**config.mk**
```make
export PLATFORM = sky130hd
export DESIGN_NAME = visual_servo_with_lidar_stop_flat
export DESIGN_NICKNAME = d
export VERILOG_FILES = /design/src/hw/rtl/vsls_pkg.sv /design/src/hw/rtl/vsls_item_if.sv /design/src/hw/rtl/vsls_result_if.sv /design/src/hw/rtl/visual_servo_with_lidar_stop.sv /design/src/hw/rtl/vsls_front.sv /design/src/hw/rtl/vsls_queue.sv /design/src/hw/rtl/vsls_back.sv /design/src/flat_wrapper.sv
export SDC_FILE = /design/constraint.sdc
export NUM_CORES = 2
export LEC_CHECK = 0
export ABC_AREA = 0
export BUFFER_PORTS_ARGS = -buffer_cell sky130_fd_sc_hd__buf_2
export CAP_MARGIN = 20
export CORE_MARGIN = 5
export CORE_UTILIZATION = 34
export DETAILED_ROUTE_END_ITERATION = 8
export GPL_ROUTABILITY_DRIVEN = 0
export PLACE_DENSITY = 0.54
export SYNTH_ARGS = -nofsm -noshare
export SYNTH_HDL_FRONTEND = slang
export SYNTH_SLANG_ARGS = --single-unit
```
**constraint.sdc**
```tcl
create_clock -name clk -period 21.6 [get_ports clk]
set_input_delay 4.32 -clock clk [delete_from_list [all_inputs] [get_ports clk]]
set_output_delay 4.32 -clock clk [all_outputs]
set_load 0.03 [all_outputs]
```
**src/hw/rtl/vsls_pkg.sv**
```systemverilog
package vsls_pkg;

	// camera image width in pixels; error centre is FRAME_COLS/2
	localparam int unsigned FRAME_COLS = 640;

	localparam logic [15:0] RANGE_NONE = 16'hFFFF;
	localparam logic [15:0] AGE_MAX    = 16'hFFFF;

	// yaw datapath widths
	localparam int unsigned ERR_W     = 12;               // FRAME_COLS - 2*col
	localparam int unsigned NUM_W     = 25;               // gain * error, signed
	localparam int unsigned X_W       = 25;               // |num| + W/2
	localparam int unsigned DIV_SHIFT = X_W;
	localparam int unsigned RECIP     = (2 ** DIV_SHIFT) / FRAME_COLS;
	localparam int unsigned RECIP_W   = $clog2(RECIP + 1);
	localparam int unsigned PROD_W    = X_W + RECIP_W;
	localparam int unsigned Q_W       = RECIP_W;

	// speed datapath: Q8.8 gain
	localparam int unsigned SPD_FRAC = 8;

	// command queue between front and back
	localparam int unsigned QDEPTH = 4;
	localparam int unsigned QPTR_W = $clog2(QDEPTH);
	localparam int unsigned QCNT_W = $clog2(QDEPTH + 1);

	typedef enum logic [2:0] {
		OP_SAMPLE,
		OP_DETECT,
		OP_DIST,
		OP_TRACK,
		OP_TICK
	} op_t;

	typedef enum logic [2:0] {
		REG_YAW_GAIN,
		REG_DISTANCE_GAIN,
		REG_MAX_FORWARD_SPEED,
		REG_MAX_YAW_RATE,
		REG_STOP_RANGE,
		REG_CONE_HALF_ANGLE,
		REG_GOAL_RANGE,
		REG_TIMEOUT_TICKS
	} cfg_idx_t;

	typedef struct packed {
		logic [12:0] yaw_gain;
		logic [15:0] distance_gain;
		logic [11:0] max_forward_speed;
		logic [12:0] max_yaw_rate;
		logic [15:0] stop_range;
		logic [14:0] cone_half_angle;
		logic [15:0] goal_range;
		logic [15:0] timeout_ticks;
	} cfg_t;

	// one queued command from front to back
	typedef struct packed {
		logic        zero;   // zero command, stale or tracking exit
		logic [9:0]  col;
		logic        move;   // target beyond goal with known distance
		logic [15:0] diff;   // target_dist - goal_range
		logic        safe;   // obstacle inside stop range
	} cmd_t;

endpackage

```
**src/hw/rtl/vsls_item_if.sv**
```systemverilog
interface vsls_item_if;
	logic              valid;
	logic              ready;
	logic [2:0]        op;
	logic signed [15:0] angle;
	logic [15:0]       range;
	logic [15:0]       range_lo;
	logic [15:0]       range_hi;
	logic              last_sample;
	logic [9:0]        target_column;
	logic [15:0]       distance;
	logic              distance_known;
	logic              tracking;

	modport source (
		output valid, op, angle, range, range_lo, range_hi, last_sample,
		output target_column, distance, distance_known, tracking,
		input  ready
	);
	modport sink (
		input  valid, op, angle, range, range_lo, range_hi, last_sample,
		input  target_column, distance, distance_known, tracking,
		output ready
	);
endinterface

```
**src/hw/rtl/vsls_result_if.sv**
```systemverilog
interface vsls_result_if;
	logic               valid;
	logic               ready;
	logic signed [13:0] yaw_rate;
	logic [11:0]        forward_speed;
	logic               safety_stop;
	logic               stale_stop;

	modport source (
		output valid, yaw_rate, forward_speed, safety_stop, stale_stop,
		input  ready
	);
	modport sink (
		input  valid, yaw_rate, forward_speed, safety_stop, stale_stop,
		output ready
	);
endinterface

```
**src/hw/rtl/visual_servo_with_lidar_stop.sv**
```systemverilog
// Proportional visual-servo controller with a lidar obstacle stop. One tagged
// word is taken per clock while the four-entry command queue has room: lidar
// samples, detections, distances and tracking events only update state, and a
// control tick while tracking (or leaving tracking) queues one command. Each
// command word is held on result_out until taken; with result_out.ready high the
// block sustains one word per cycle in and one command per cycle out. The back
// end's pipeline stages are products, rounding and speed limit, reciprocal
// multiply for the divide by the image width, quotient correction, then clamp
// and sign. Configuration registers may be rewritten only while no command is
// in flight.
module visual_servo_with_lidar_stop
	import vsls_pkg::*;
(
	input  logic          clk,
	input  logic          arst_n,
	input  logic          wr_en,
	input  logic [2:0]    wr_index,
	input  logic [15:0]   wr_data,
	vsls_item_if.sink     item_in,
	vsls_result_if.source result_out
);

	cfg_t cfg_q;

	// front to queue
	logic push;
	cmd_t push_cmd;
	logic q_full;

	// queue to back
	logic head_valid;
	cmd_t head;
	logic pop;

	// config registers; truncated to each field's width
	always_ff @(posedge clk or negedge arst_n) begin
		if (!arst_n) begin
			cfg_q.yaw_gain          <= 13'd1000;
			cfg_q.distance_gain     <= 16'd128;
			cfg_q.max_forward_speed <= 12'd300;
			cfg_q.max_yaw_rate      <= 13'd500;
			cfg_q.stop_range        <= 16'd300;
			cfg_q.cone_half_angle   <= 15'd3000;
			cfg_q.goal_range        <= 16'd500;
			cfg_q.timeout_ticks     <= 16'd10;
		end else if (wr_en) begin
			case (cfg_idx_t'(wr_index))
				REG_YAW_GAIN:          cfg_q.yaw_gain          <= wr_data[12:0];
				REG_DISTANCE_GAIN:     cfg_q.distance_gain     <= wr_data;
				REG_MAX_FORWARD_SPEED: cfg_q.max_forward_speed <= wr_data[11:0];
				REG_MAX_YAW_RATE:      cfg_q.max_yaw_rate      <= wr_data[12:0];
				REG_STOP_RANGE:        cfg_q.stop_range        <= wr_data;
				REG_CONE_HALF_ANGLE:   cfg_q.cone_half_angle   <= wr_data[14:0];
				REG_GOAL_RANGE:        cfg_q.goal_range        <= wr_data;
				REG_TIMEOUT_TICKS:     cfg_q.timeout_ticks     <= wr_data;
				default: ;
			endcase
		end
	end

	// front: takes every word, keeps scan minimum and target state,
	// snapshots what a command needs
	vsls_front u_front (
		.clk     (clk),
		.arst_n  (arst_n),
		.cfg     (cfg_q),
		.item_in (item_in),
		.q_full  (q_full),
		.push    (push),
		.cmd     (push_cmd)
	);

	// decouples the front from output stalls
	vsls_queue u_queue (
		.clk        (clk),
		.arst_n     (arst_n),
		.push       (push),
		.wr_cmd     (push_cmd),
		.full       (q_full),
		.pop        (pop),
		.head_valid (head_valid),
		.head       (head)
	);

	// back: yaw and speed arithmetic, output register
	vsls_back u_back (
		.clk        (clk),
		.arst_n     (arst_n),
		.cfg        (cfg_q),
		.head_valid (head_valid),
		.head       (head),
		.pop        (pop),
		.result_out (result_out)
	);

`ifndef SYNTH
	// front never queues a command the queue cannot hold
	a_no_push_full: assert property (@(posedge clk) disable iff (!arst_n)
		push |-> !q_full)
		else $error("command pushed into full queue");

	// stale or exit command has zero yaw, zero speed and no safety stop
	a_stale_zero: assert property (@(posedge clk) disable iff (!arst_n)
		result_out.valid && result_out.stale_stop |->
			result_out.yaw_rate == '0 && result_out.forward_speed == '0
			&& !result_out.safety_stop)
		else $error("stale command not zero");

	// obstacle stop forces zero speed
	a_safety_speed: assert property (@(posedge clk) disable iff (!arst_n)
		result_out.valid && result_out.safety_stop |-> result_out.forward_speed == '0)
		else $error("forward speed under safety stop");
`endif

endmodule

```
**src/hw/rtl/vsls_front.sv**
```systemverilog
module vsls_front
	import vsls_pkg::*;
(
	input  logic        clk,
	input  logic        arst_n,
	input  cfg_t        cfg,
	vsls_item_if.sink   item_in,
	input  logic        q_full,
	output logic        push,
	output cmd_t        cmd
);

	logic        active_q;
	logic [9:0]  target_col_q;
	logic [15:0] detection_age_q;
	logic [15:0] target_dist_q;
	logic        target_dist_valid_q;
	logic [15:0] obstacle_range_q;
	logic [15:0] scan_min_q;

	logic               accept;
	logic signed [16:0] ang_ext;
	logic [16:0]        ang_mag;
	logic               hit;
	logic [15:0]        scan_min_next;
	logic [15:0]        age_next;

	assign item_in.ready = !q_full;
	assign accept        = item_in.valid && item_in.ready;

	// scan sample: cone, scan limits and running minimum
	assign ang_ext = {item_in.angle[15], item_in.angle};
	assign ang_mag = ang_ext[16] ? 17'(-ang_ext) : 17'(ang_ext);
	assign hit = (ang_mag <= {2'b00, cfg.cone_half_angle})
		&& (item_in.range >= item_in.range_lo)
		&& (item_in.range <= item_in.range_hi)
		&& (item_in.range != RANGE_NONE)
		&& (item_in.range < scan_min_q);
	assign scan_min_next = hit ? item_in.range : scan_min_q;

	assign age_next = (detection_age_q == AGE_MAX) ? detection_age_q
		: detection_age_q + 16'd1;

	always_comb begin
		push     = 1'b0;
		cmd.zero = 1'b0;
		cmd.col  = target_col_q;
		cmd.move = target_dist_valid_q && (target_dist_q > cfg.goal_range);
		cmd.diff = target_dist_q - cfg.goal_range;
		cmd.safe = obstacle_range_q < cfg.stop_range;
		if (accept) begin
			case (op_t'(item_in.op))
				OP_TRACK: begin
					if (!item_in.tracking && active_q) begin
						push     = 1'b1;
						cmd.zero = 1'b1;
					end
				end
				OP_TICK: begin
					if (active_q) begin
						push     = 1'b1;
						cmd.zero = age_next > cfg.timeout_ticks;
					end
				end
				default: ;
			endcase
		end
	end

	always_ff @(posedge clk or negedge arst_n) begin
		if (!arst_n) begin
			active_q            <= 1'b0;
			target_col_q        <= '0;
			detection_age_q     <= '0;
			target_dist_q       <= '0;
			target_dist_valid_q <= 1'b0;
			obstacle_range_q    <= RANGE_NONE;
			scan_min_q          <= RANGE_NONE;
		end else if (accept) begin
			case (op_t'(item_in.op))
				OP_SAMPLE: begin
					if (item_in.last_sample) begin
						obstacle_range_q <= scan_min_next;
						scan_min_q       <= RANGE_NONE;
					end else begin
						scan_min_q <= scan_min_next;
					end
				end
				OP_DETECT: begin
					if (active_q) begin
						target_col_q    <= item_in.target_column;
						detection_age_q <= '0;
					end
				end
				OP_DIST: begin
					if (active_q) begin
						target_dist_q       <= item_in.distance;
						target_dist_valid_q <= item_in.distance_known;
					end
				end
				OP_TRACK: begin
					if (item_in.tracking && !active_q) begin
						active_q            <= 1'b1;
						target_dist_valid_q <= 1'b0;
					end else if (!item_in.tracking && active_q) begin
						active_q <= 1'b0;
					end
				end
				OP_TICK: begin
					detection_age_q <= age_next;
				end
				default: ;
			endcase
		end
	end

endmodule

```
**src/hw/rtl/vsls_queue.sv**
```systemverilog
module vsls_queue
	import vsls_pkg::*;
(
	input  logic clk,
	input  logic arst_n,
	input  logic push,
	input  cmd_t wr_cmd,
	output logic full,
	input  logic pop,
	output logic head_valid,
	output cmd_t head
);

	cmd_t              mem_q [QDEPTH];
	logic [QPTR_W-1:0] wr_ptr_q;
	logic [QPTR_W-1:0] rd_ptr_q;
	logic [QCNT_W-1:0] count_q;
	logic              do_push;
	logic              do_pop;

	assign full       = count_q == QCNT_W'(QDEPTH);
	assign head_valid = count_q != '0;
	assign head       = mem_q[rd_ptr_q];
	assign do_push    = push && !full;
	assign do_pop     = pop && head_valid;

	always_ff @(posedge clk) begin
		if (do_push) begin
			mem_q[wr_ptr_q] <= wr_cmd;
		end
	end

	always_ff @(posedge clk or negedge arst_n) begin
		if (!arst_n) begin
			wr_ptr_q <= '0;
			rd_ptr_q <= '0;
			count_q  <= '0;
		end else begin
			if (do_push) begin
				wr_ptr_q <= (wr_ptr_q == QPTR_W'(QDEPTH - 1)) ? '0 : wr_ptr_q + 1'b1;
			end
			if (do_pop) begin
				rd_ptr_q <= (rd_ptr_q == QPTR_W'(QDEPTH - 1)) ? '0 : rd_ptr_q + 1'b1;
			end
			case ({do_push, do_pop})
				2'b10:   count_q <= count_q + 1'b1;
				2'b01:   count_q <= count_q - 1'b1;
				default: count_q <= count_q;
			endcase
		end
	end

endmodule

```
**src/hw/rtl/vsls_back.sv**
```systemverilog
module vsls_back
	import vsls_pkg::*;
(
	input  logic          clk,
	input  logic          arst_n,
	input  cfg_t          cfg,
	input  logic          head_valid,
	input  cmd_t          head,
	output logic          pop,
	vsls_result_if.source result_out
);

	logic advance;

	logic v_s1, v_s2, v_s3, v_s4, res_valid_q;

	// s1: products
	logic signed [NUM_W-1:0] yaw_num_s1;
	logic [31:0]             spd_prod_s1;
	logic                    zero_s1, move_s1, safe_s1;
	// s2: rounded magnitude, limited speed
	logic [X_W-1:0]          x_s2;
	logic [11:0]             speed_s2;
	logic                    zero_s2, safe_s2, neg_s2;
	// s3: reciprocal product
	logic [PROD_W-1:0]       prod_s3;
	logic [X_W-1:0]          x_s3;
	logic [11:0]             speed_s3;
	logic                    zero_s3, safe_s3, neg_s3;
	// s4: quotient
	logic [Q_W-1:0]          q_s4;
	logic [11:0]             speed_s4;
	logic                    zero_s4, safe_s4, neg_s4;
	// output word
	logic signed [13:0]      yaw_rate_q;
	logic [11:0]             forward_speed_q;
	logic                    safety_stop_q, stale_stop_q;

	logic signed [ERR_W-1:0] err;
	logic signed [13:0]      gain_s;
	logic [X_W-1:0]          num_mag;
	logic [32:0]             spd_round;
	logic [24:0]             spd_v;
	logic [11:0]             spd_lim;
	logic [Q_W-1:0]          q0;
	logic [X_W-1:0]          q0_w;
	logic [X_W-1:0]          rem;
	logic [12:0]             yaw_mag;
	logic signed [13:0]      yaw_pos;

	assign advance = !res_valid_q || result_out.ready;
	assign pop     = advance && head_valid;

	assign err    = $signed(ERR_W'(FRAME_COLS)) - $signed(ERR_W'({head.col, 1'b0}));
	assign gain_s = $signed({1'b0, cfg.yaw_gain});

	assign num_mag   = yaw_num_s1[NUM_W-1] ? X_W'(-yaw_num_s1) : X_W'(yaw_num_s1);
	assign spd_round = 33'(spd_prod_s1) + 33'(1 << (SPD_FRAC - 1));
	assign spd_v     = spd_round[32:SPD_FRAC];
	assign spd_lim   = (spd_v > 25'(cfg.max_forward_speed)) ? cfg.max_forward_speed
		: spd_v[11:0];

	// reciprocal estimate is exact or one low; one compare fixes it
	assign q0   = prod_s3[PROD_W-1:DIV_SHIFT];
	assign q0_w = X_W'(X_W'(q0) * X_W'(FRAME_COLS));
	assign rem  = x_s3 - q0_w;

	assign yaw_mag = (32'(q_s4) > 32'(cfg.max_yaw_rate)) ? cfg.max_yaw_rate : q_s4[12:0];
	assign yaw_pos = $signed({1'b0, yaw_mag});

	always_ff @(posedge clk or negedge arst_n) begin
		if (!arst_n) begin
			v_s1        <= 1'b0;
			v_s2        <= 1'b0;
			v_s3        <= 1'b0;
			v_s4        <= 1'b0;
			res_valid_q <= 1'b0;
		end else if (advance) begin
			v_s1        <= head_valid;
			v_s2        <= v_s1;
			v_s3        <= v_s2;
			v_s4        <= v_s3;
			res_valid_q <= v_s4;
		end
	end

	always_ff @(posedge clk) begin
		if (advance) begin
			yaw_num_s1  <= gain_s * err;
			spd_prod_s1 <= 32'(cfg.distance_gain) * 32'(head.diff);
			zero_s1     <= head.zero;
			move_s1     <= head.move;
			safe_s1     <= head.safe;

			x_s2     <= num_mag + X_W'(FRAME_COLS / 2);
			speed_s2 <= (move_s1 && !safe_s1) ? spd_lim : '0;
			zero_s2  <= zero_s1;
			safe_s2  <= safe_s1;
			neg_s2   <= yaw_num_s1[NUM_W-1];

			prod_s3  <= PROD_W'(x_s2) * PROD_W'(RECIP);
			x_s3     <= x_s2;
			speed_s3 <= speed_s2;
			zero_s3  <= zero_s2;
			safe_s3  <= safe_s2;
			neg_s3   <= neg_s2;

			q_s4     <= (rem >= X_W'(FRAME_COLS)) ? q0 + 1'b1 : q0;
			speed_s4 <= speed_s3;
			zero_s4  <= zero_s3;
			safe_s4  <= safe_s3;
			neg_s4   <= neg_s3;

			if (zero_s4) begin
				yaw_rate_q      <= '0;
				forward_speed_q <= '0;
				safety_stop_q   <= 1'b0;
				stale_stop_q    <= 1'b1;
			end else begin
				yaw_rate_q      <= neg_s4 ? -yaw_pos : yaw_pos;
				forward_speed_q <= speed_s4;
				safety_stop_q   <= safe_s4;
				stale_stop_q    <= 1'b0;
			end
		end
	end

	assign result_out.valid         = res_valid_q;
	assign result_out.yaw_rate      = yaw_rate_q;
	assign result_out.forward_speed = forward_speed_q;
	assign result_out.safety_stop   = safety_stop_q;
	assign result_out.stale_stop    = stale_stop_q;

endmodule

```
**src/flat_wrapper.sv**
```systemverilog
// flat-port wrapper written by rule: the top's interface ports become plain ports
module visual_servo_with_lidar_stop_flat import vsls_pkg::*;
  (clk, arst_n, wr_en, wr_index, wr_data, item_in_valid, item_in_op, item_in_angle, item_in_range, item_in_range_lo, item_in_range_hi, item_in_last_sample, item_in_target_column, item_in_distance, item_in_distance_known, item_in_tracking, item_in_ready, result_out_valid, result_out_yaw_rate, result_out_forward_speed, result_out_safety_stop, result_out_stale_stop, result_out_ready);
  vsls_item_if item_in_i ();
  vsls_result_if result_out_i ();
  input  logic clk;
  input  logic arst_n;
  input  logic wr_en;
  input  logic [2:0] wr_index;
  input  logic [15:0] wr_data;
  input wire logic [$bits(item_in_i.valid)-1:0] item_in_valid;
  input wire logic [$bits(item_in_i.op)-1:0] item_in_op;
  input wire logic [$bits(item_in_i.angle)-1:0] item_in_angle;
  input wire logic [$bits(item_in_i.range)-1:0] item_in_range;
  input wire logic [$bits(item_in_i.range_lo)-1:0] item_in_range_lo;
  input wire logic [$bits(item_in_i.range_hi)-1:0] item_in_range_hi;
  input wire logic [$bits(item_in_i.last_sample)-1:0] item_in_last_sample;
  input wire logic [$bits(item_in_i.target_column)-1:0] item_in_target_column;
  input wire logic [$bits(item_in_i.distance)-1:0] item_in_distance;
  input wire logic [$bits(item_in_i.distance_known)-1:0] item_in_distance_known;
  input wire logic [$bits(item_in_i.tracking)-1:0] item_in_tracking;
  output wire logic [$bits(item_in_i.ready)-1:0] item_in_ready;
  output wire logic [$bits(result_out_i.valid)-1:0] result_out_valid;
  output wire logic [$bits(result_out_i.yaw_rate)-1:0] result_out_yaw_rate;
  output wire logic [$bits(result_out_i.forward_speed)-1:0] result_out_forward_speed;
  output wire logic [$bits(result_out_i.safety_stop)-1:0] result_out_safety_stop;
  output wire logic [$bits(result_out_i.stale_stop)-1:0] result_out_stale_stop;
  input wire logic [$bits(result_out_i.ready)-1:0] result_out_ready;
  assign item_in_i.valid = item_in_valid;
  assign item_in_i.op = item_in_op;
  assign item_in_i.angle = item_in_angle;
  assign item_in_i.range = item_in_range;
  assign item_in_i.range_lo = item_in_range_lo;
  assign item_in_i.range_hi = item_in_range_hi;
  assign item_in_i.last_sample = item_in_last_sample;
  assign item_in_i.target_column = item_in_target_column;
  assign item_in_i.distance = item_in_distance;
  assign item_in_i.distance_known = item_in_distance_known;
  assign item_in_i.tracking = item_in_tracking;
  assign item_in_ready = item_in_i.ready;
  assign result_out_valid = result_out_i.valid;
  assign result_out_yaw_rate = result_out_i.yaw_rate;
  assign result_out_forward_speed = result_out_i.forward_speed;
  assign result_out_safety_stop = result_out_i.safety_stop;
  assign result_out_stale_stop = result_out_i.stale_stop;
  assign result_out_i.ready = result_out_ready;
  visual_servo_with_lidar_stop u_core (.clk(clk), .arst_n(arst_n), .wr_en(wr_en), .wr_index(wr_index), .wr_data(wr_data), .item_in(item_in_i), .result_out(result_out_i));
endmodule
```
Word level (Yosys, flattened, before mapping). Memories as Yosys holds them, arrays and structs flattened. Index checks and enable logic that the tools add are counted.

Add/sub/neg operators: 14. $mul: 4. $lt $le $gt $ge: 10. Equality and inequality tests: 21. Multiplexer cells: 29. Bitwise logic cells: 1. Reductions and logical operators: 41.

Operators by type and width (number): $mux W16 (5); $mul A25 B14 Y39 const B (1); $add A32 B8 Y33 const B (1); $add A16 B1 Y16 const B (2); $gt A16 B16 Y1 (2); $lt A16 B16 Y1 (2); $mul A16 B16 Y32 (1); $pmux W16 S2 (1); $mux W13 (2); $add A25 B9 Y25 const B (1); $ge A25 B10 Y1 const B (1); $gt A25 B12 Y1 (1); $mul A14 B12 Y25 (1); $mux W25 (1); $neg A25 Y25 (1); $sub A25 B25 Y25 (1); $eq A3 B3 Y1 const B (6); $mul A16 B3 Y18 const B (1); $reduce_and A2 Y1 (9); $le A17 B15 Y1 (1); $mux W17 (1); $neg A16 Y17 (1); $eq A16 B16 Y1 const B (1); $ge A16 B16 Y1 (1); 29 further kinds (75).

Register bits: 443. RAM bits: 116. Bits of input ports: 120. Output and inout port bits: 30. Logic and storage cells: 170. Memories kept: 1.

Memory list: u_core.u_queue.mem_q (depth 4, width 29, read ports 1, clocked after memory_dff 0, write ports 1, RTL line vsls_queue.sv:14) `cmd_t mem_q [QDEPTH];`.

Logic depth before layout (Yosys ltp).
Depth in word-level cells: 9. Gate-level depth with buffers: 32. Depth with buffers taken out: 29.

Hierarchy. Synthesis repeated with hierarchy kept, for this count alone.

Cell total of the unflattened synthesis: 4220. Area, all modules: 45969.1 um2.

Modules (own cells, without submodules): vsls_back (instances 1, cells an instance 2988, area each 29764.8 um2, seq. area each 6100.9 um2); vsls_front (instances 1, cells an instance 785, area each 6919.1 um2, seq. area each 1941.9 um2); vsls_queue (instances 1, cells an instance 191, area each 4648.2 um2, seq. area each 3658.5 um2); visual_servo_with_lidar_stop (instances 1, cells an instance 256, area each 4636.9 um2, seq. area each 2972.9 um2).

Worst setup path before layout. OpenSTA, ideal clock, no wires.

Path type: input to register. From: in result_out_ready. To: reg u_core.u_back.move_s1 (enable). Setup time: 0.550 ns. Data arrival time: 8.358 ns. Data required time: 21.050 ns. Setup slack: 12.692 ns. Cell stages on the path: 3. Cells stage by stage: nor2b_1 -> clkbuf_1 -> inv_1.

Longest elaborated chain between the ends: 1.

RTL lines: start, declared (RTL line flat_wrapper.sv:28) `input wire logic [$bits(result_out_i.ready)-1:0] result_out_ready;`; $logic_or A1 B1 Y1 (RTL line vsls_back.sv:51) `assign advance = !res_valid_q || result_out.ready;`; end signal, assigned (RTL line vsls_back.sv:92) `move_s1 <= head.move;`; end, declared (RTL line vsls_back.sv:20) `logic zero_s1, move_s1, safe_s1;`.

Every way passes these cells. A chain may end at the register's enable or synchronous reset.

Final worst setup path.
From: reg u_core.u_queue.rd_ptr_q[0]. To: reg u_core.u_back.yaw_num_s1[23], data pin.

Longest elaborated chain between the ends: 3.

RTL lines: start, declared (RTL line vsls_queue.sv:16) `logic [QPTR_W-1:0] rd_ptr_q;`; start signal, assigned (RTL line vsls_queue.sv:43) `rd_ptr_q <= (rd_ptr_q == QPTR_W'(QDEPTH - 1)) ? '0 : rd_ptr_q + 1'b1;`; $mem_v2 Z4 W29; $sub A10 B11 Y12 (RTL line vsls_back.sv:54) `assign err = $signed(ERR_W'(FRAME_COLS)) - $signed(ERR_W'({head.col, 1'b0}));`; $mul A14 B12 Y25 (RTL line vsls_back.sv:89) `yaw_num_s1 <= gain_s * err;`; end signal, assigned (RTL line vsls_back.sv:89); end, declared (RTL line vsls_back.sv:18) `logic signed [NUM_W-1:0] yaw_num_s1;`.

Every way passes these cells.

==> summary.txt <==
Setup path
  • WS Path Type: reg -> reg
  • Crit-path max FO: 20
  • Arr. time, crit path: 9.28 ns
  • Type of element launching the critical path: flip-flop
  • R2R depth: 27
  • WP data required: roughly 22 ns
  • Crit. End Element: flip-flop

CTS
  • CTS sink cnt: between 500 and 600
  • Post-CTS Setup Bufs: 0
  • Hold buffer count at cts: 0
  • TritonCTS clock tree: yes
  • Skew-Pair Late Insertion Delay: about 0.65 ns
  • Num CTS Buffers: 61
  • CTS root buf: clkbuf_16
  • Clk buf depth: 3
  • Post-CTS Resized: 0
  • H-tree levels: 2
  • Worst-path clk slew: 0.06 ns

Yosys
  • Cells after Synth: roughly 4200
  • Main synth FF type: edfxtp_1
  • Seq/Total Area, Yosys: 0.323
  • Post-synth EDFFs: ~320
  • Avg Cell Area, Syn: about 11 um^2
  • Syn nets: 5295
  • Post-Syn Area: about 0.045 mm^2
  • Yosys warnings: 0
  • Synth Register Bits: 520
  • Async SR Flop Fraction: 0.394
  • Yosys cell types: 89

Worst hold path
  • HP Class: reg -> reg
  • Hold path cells: 0

Floorplan
  • Core box area: 0.133 mm^2
  • Initial core utilization: 0.341
  • Die Height: 375 um
  • DIE WIDTH: between 300 and 400 um
  • Number of cell rows: 134
  • Top-level I/O count: 150
  • DIE AREA: ~0.14 mm^2

Detailed routing
  • Routed length per instance: 17.3 um
  • Final ANT Viol Nets: 0
  • DRC Markers: 0
  • Routed vias: roughly 30000
  • Drt first pass iters: 5
  • Vias per cell: between 4 and 5
  • Final WL: between 100000 and 150000 um
  • Initial DRC Count: 1312

GRT
  • Initial antenna violation count: 9
  • Overflow after GRT: 0
  • Largest net degree at the start of global routing: 97
  • Vias in the first global route: approximately 31000
  • First-pass GRT wire length: approximately 170000 um
  • Gr usage total: 0.153

Timing
  • Setup TNS: 0 ns
  • Worst-margin pin slew: 1.08 ns
  • Hold Vio Cnt, Final: 0
  • Endpoints failing setup: 0
  • Max-slew violations: 0
  • Unrepaired setup endpoints after global routing: no
  • Minimum clock period: ~9 ns
  • Worst slew margin: 0.281
  • Period utilisation layout: 0.412
  • Worst clock skew: between 0.05 and 0.06 ns
  • Maximum clock frequency: 0.112 GHz

Run status
  • Status: complete, no violations

Layout
  • Layout Nets: between 5000 and 6000
  • Register cell area after layout: between 0.01 and 0.015 mm^2
  • Area Growth Syn to Fin: 10.7%
  • Layout cell share with drive strength beyond 1: 0.122
  • Multi-input logic area: approximately 0.028 mm^2
  • Fill cells: approximately 13000

Flow run
  • Max Cap Violations: 0

Placement
  • IO buf count: 149
  • DPL Wire Length: ~82000 um
==> cell usage after synthesis (all sizes together), types with 17 or more instances <==
cell type	number	area share
and2	154	0.021
nor2	152	0.013
mux4	29	0.014
nand2b	30	0.0041
a21oi	116	0.013
o21ai	151	0.017
mux2i	40	0.0088
dfstp	68	0.039
nor4	17	0.0030
and3	24	0.0033
nand3	52	0.0057
buf	18	0.0024
or3	20	0.0031
nor3	67	0.0074
nor2b	47	0.0065
xor2	64	0.012
fa	411	0.18
a211oi	18	0.0030
nand4	47	0.0066
inv	679	0.056
edfxtp	315	0.21
dfrtp	137	0.076
mux2	122	0.030
a21o	55	0.0091
ha	534	0.15
o31ai	22	0.0036
o21a	33	0.0055
clkbuf	94	0.0080
xnor2	124	0.024
nand2	401	0.033
==> registers in the layout, indices dropped and copies added (netlist names), 16 cells and up <==
signal,count
u_core.u_back.prod_s3,16
u_core.cfg_q,117
u_core.u_front.scan_min_q,16
u_core.u_front.obstacle_range_q,16
u_core.u_back.yaw_num_s1,24
u_core.u_back.x_s2,24
u_core.u_queue.mem_q,116
u_core.u_front.detection_age_q,16
u_core.u_front.target_dist_q,16
u_core.u_back.spd_prod_s1,25
u_core.u_back.x_s3,18
u_core.u_back.q_s4,16
==> kinds of logic after synthesis <==
family,share of synthesized area
compound gates,0.0743
xor+xnor,0.0363
fa+ha+maj,0.329
buf+inv,0.0667
flops,0.323
mux,0.0535
simple gates,0.117
==> placed cells by master (no fill, tap or decap), types with 11 or more instances in the layout <==
cell type,netlist,routed
a211oi_1,18,18
a21o_1,55,55
a21oi_1,115,115
a31oi_1,11,11
and2_1,153,153
and3_1,23,23
and4_1,13,13
buf_2,9,148
buf_4,0,30
clkbuf_16,0,61
dfrtp_1,137,136
dfstp_2,68,68
edfxtp_1,315,315
fa_1,411,411
ha_1,534,534
inv_1,678,677
mux2_2,122,122
mux2i_1,40,40
mux4_2,29,29
nand2_1,401,401
nand2b_1,30,30
nand3_1,52,52
nand4_1,46,46
nor2_1,152,152
nor2b_1,47,47
nor3_1,67,65
nor4_1,14,13
o211ai_1,16,16
o21a_1,33,33
o21ai_0,139,139
o21ai_1,12,11
o22a_1,14,14
o31ai_1,22,22
or2_2,13,13
or3_1,15,15
xnor2_1,124,124
xor2_1,64,64
==> layer usage <==
layer  wire length, um  GRT usage
met4              1920     0.0298
met3              3760     0.0181
met5                 0          0
met1             52000      0.219
met2             49500      0.251
==> worst paths after layout <==
path	from	endpoint	slack, ns
min reg2reg	u_core.u_back.speed_s2[3]$_SDFFCE_PN0N_	u_core.u_back.speed_s3[3]$_DFFE_PN_	0.42
max in group asynchronous	arst_n	u_core.cfg_q[72]$_DFFE_PN0P_	16.50
max	u_core.u_queue.rd_ptr_q[0]$_DFFE_PN0P_	u_core.u_back.yaw_num_s1[23]$_DFFE_PN_	12.69
min in group asynchronous	arst_n	u_core.u_front.target_col_q[0]$_DFFE_PN0P_	3.64
min	u_core.u_back.speed_s2[3]$_SDFFCE_PN0N_	u_core.u_back.speed_s3[3]$_DFFE_PN_	0.42
max reg2reg	u_core.u_queue.rd_ptr_q[0]$_DFFE_PN0P_	u_core.u_back.yaw_num_s1[23]$_DFFE_PN_	12.69
==> cell type report <==
| type | count | area share |
|---|---|---|
| multi-input combinational | 2918 | 0.551 |
| sequential | 520 | 0.292 |
| inverter | 680 | 0.0509 |
| tap | 1768 | 0.0440 |
| clock buffer | 71 | 0.0317 |
| timing repair buffer | 180 | 0.0198 |
| clock inverter | 41 | 0.0100 |
| antenna | 1 | 0.0000498 |
==> worst max-delay path, cell delays in order, from the launching register on <==
cell	delay, ns
dfrtp_2	0.59
buf_4	0.44
mux4_2	0.70
or3_1	0.42
o41ai_2	0.37
inv_2	0.05
o21ai_1	0.15
xor2_1	0.81
nand2b_1	0.24
fa_1	0.46
fa_1	0.54
inv_1	0.05
fa_1	0.50
fa_1	0.54
inv_1	0.05
fa_1	0.52
inv_1	0.04
ha_1	0.31
inv_1	0.07
nand2_1	0.05
a21oi_1	0.06
a31oi_1	0.27
a41oi_1	0.20
a2111oi_0	0.64
o21a_1	0.19
o21a_1	0.13
o41a_1	0.15
xor2_1	0.06
==> metrics by stage <==
stage	util	setup WS, ns	instances	hold slack, ns	area [um^2]
after floorplan	-	12.69	4230	0.400	45400
final	0.377	12.69	6179	0.417	50300
after detailed placement	0.361	12.55	6062	0.405	48100
after global routing	0.377	12.06	6178	0.428	50200
after CTS	0.377	12.52	6174	0.419	50200
after global placement	0.361	12.73	6060	0.402	48100
Power is left out: the tool's default activity adds up to more than one toggle a clock period on the data nets, which glitch-free logic cannot reach.
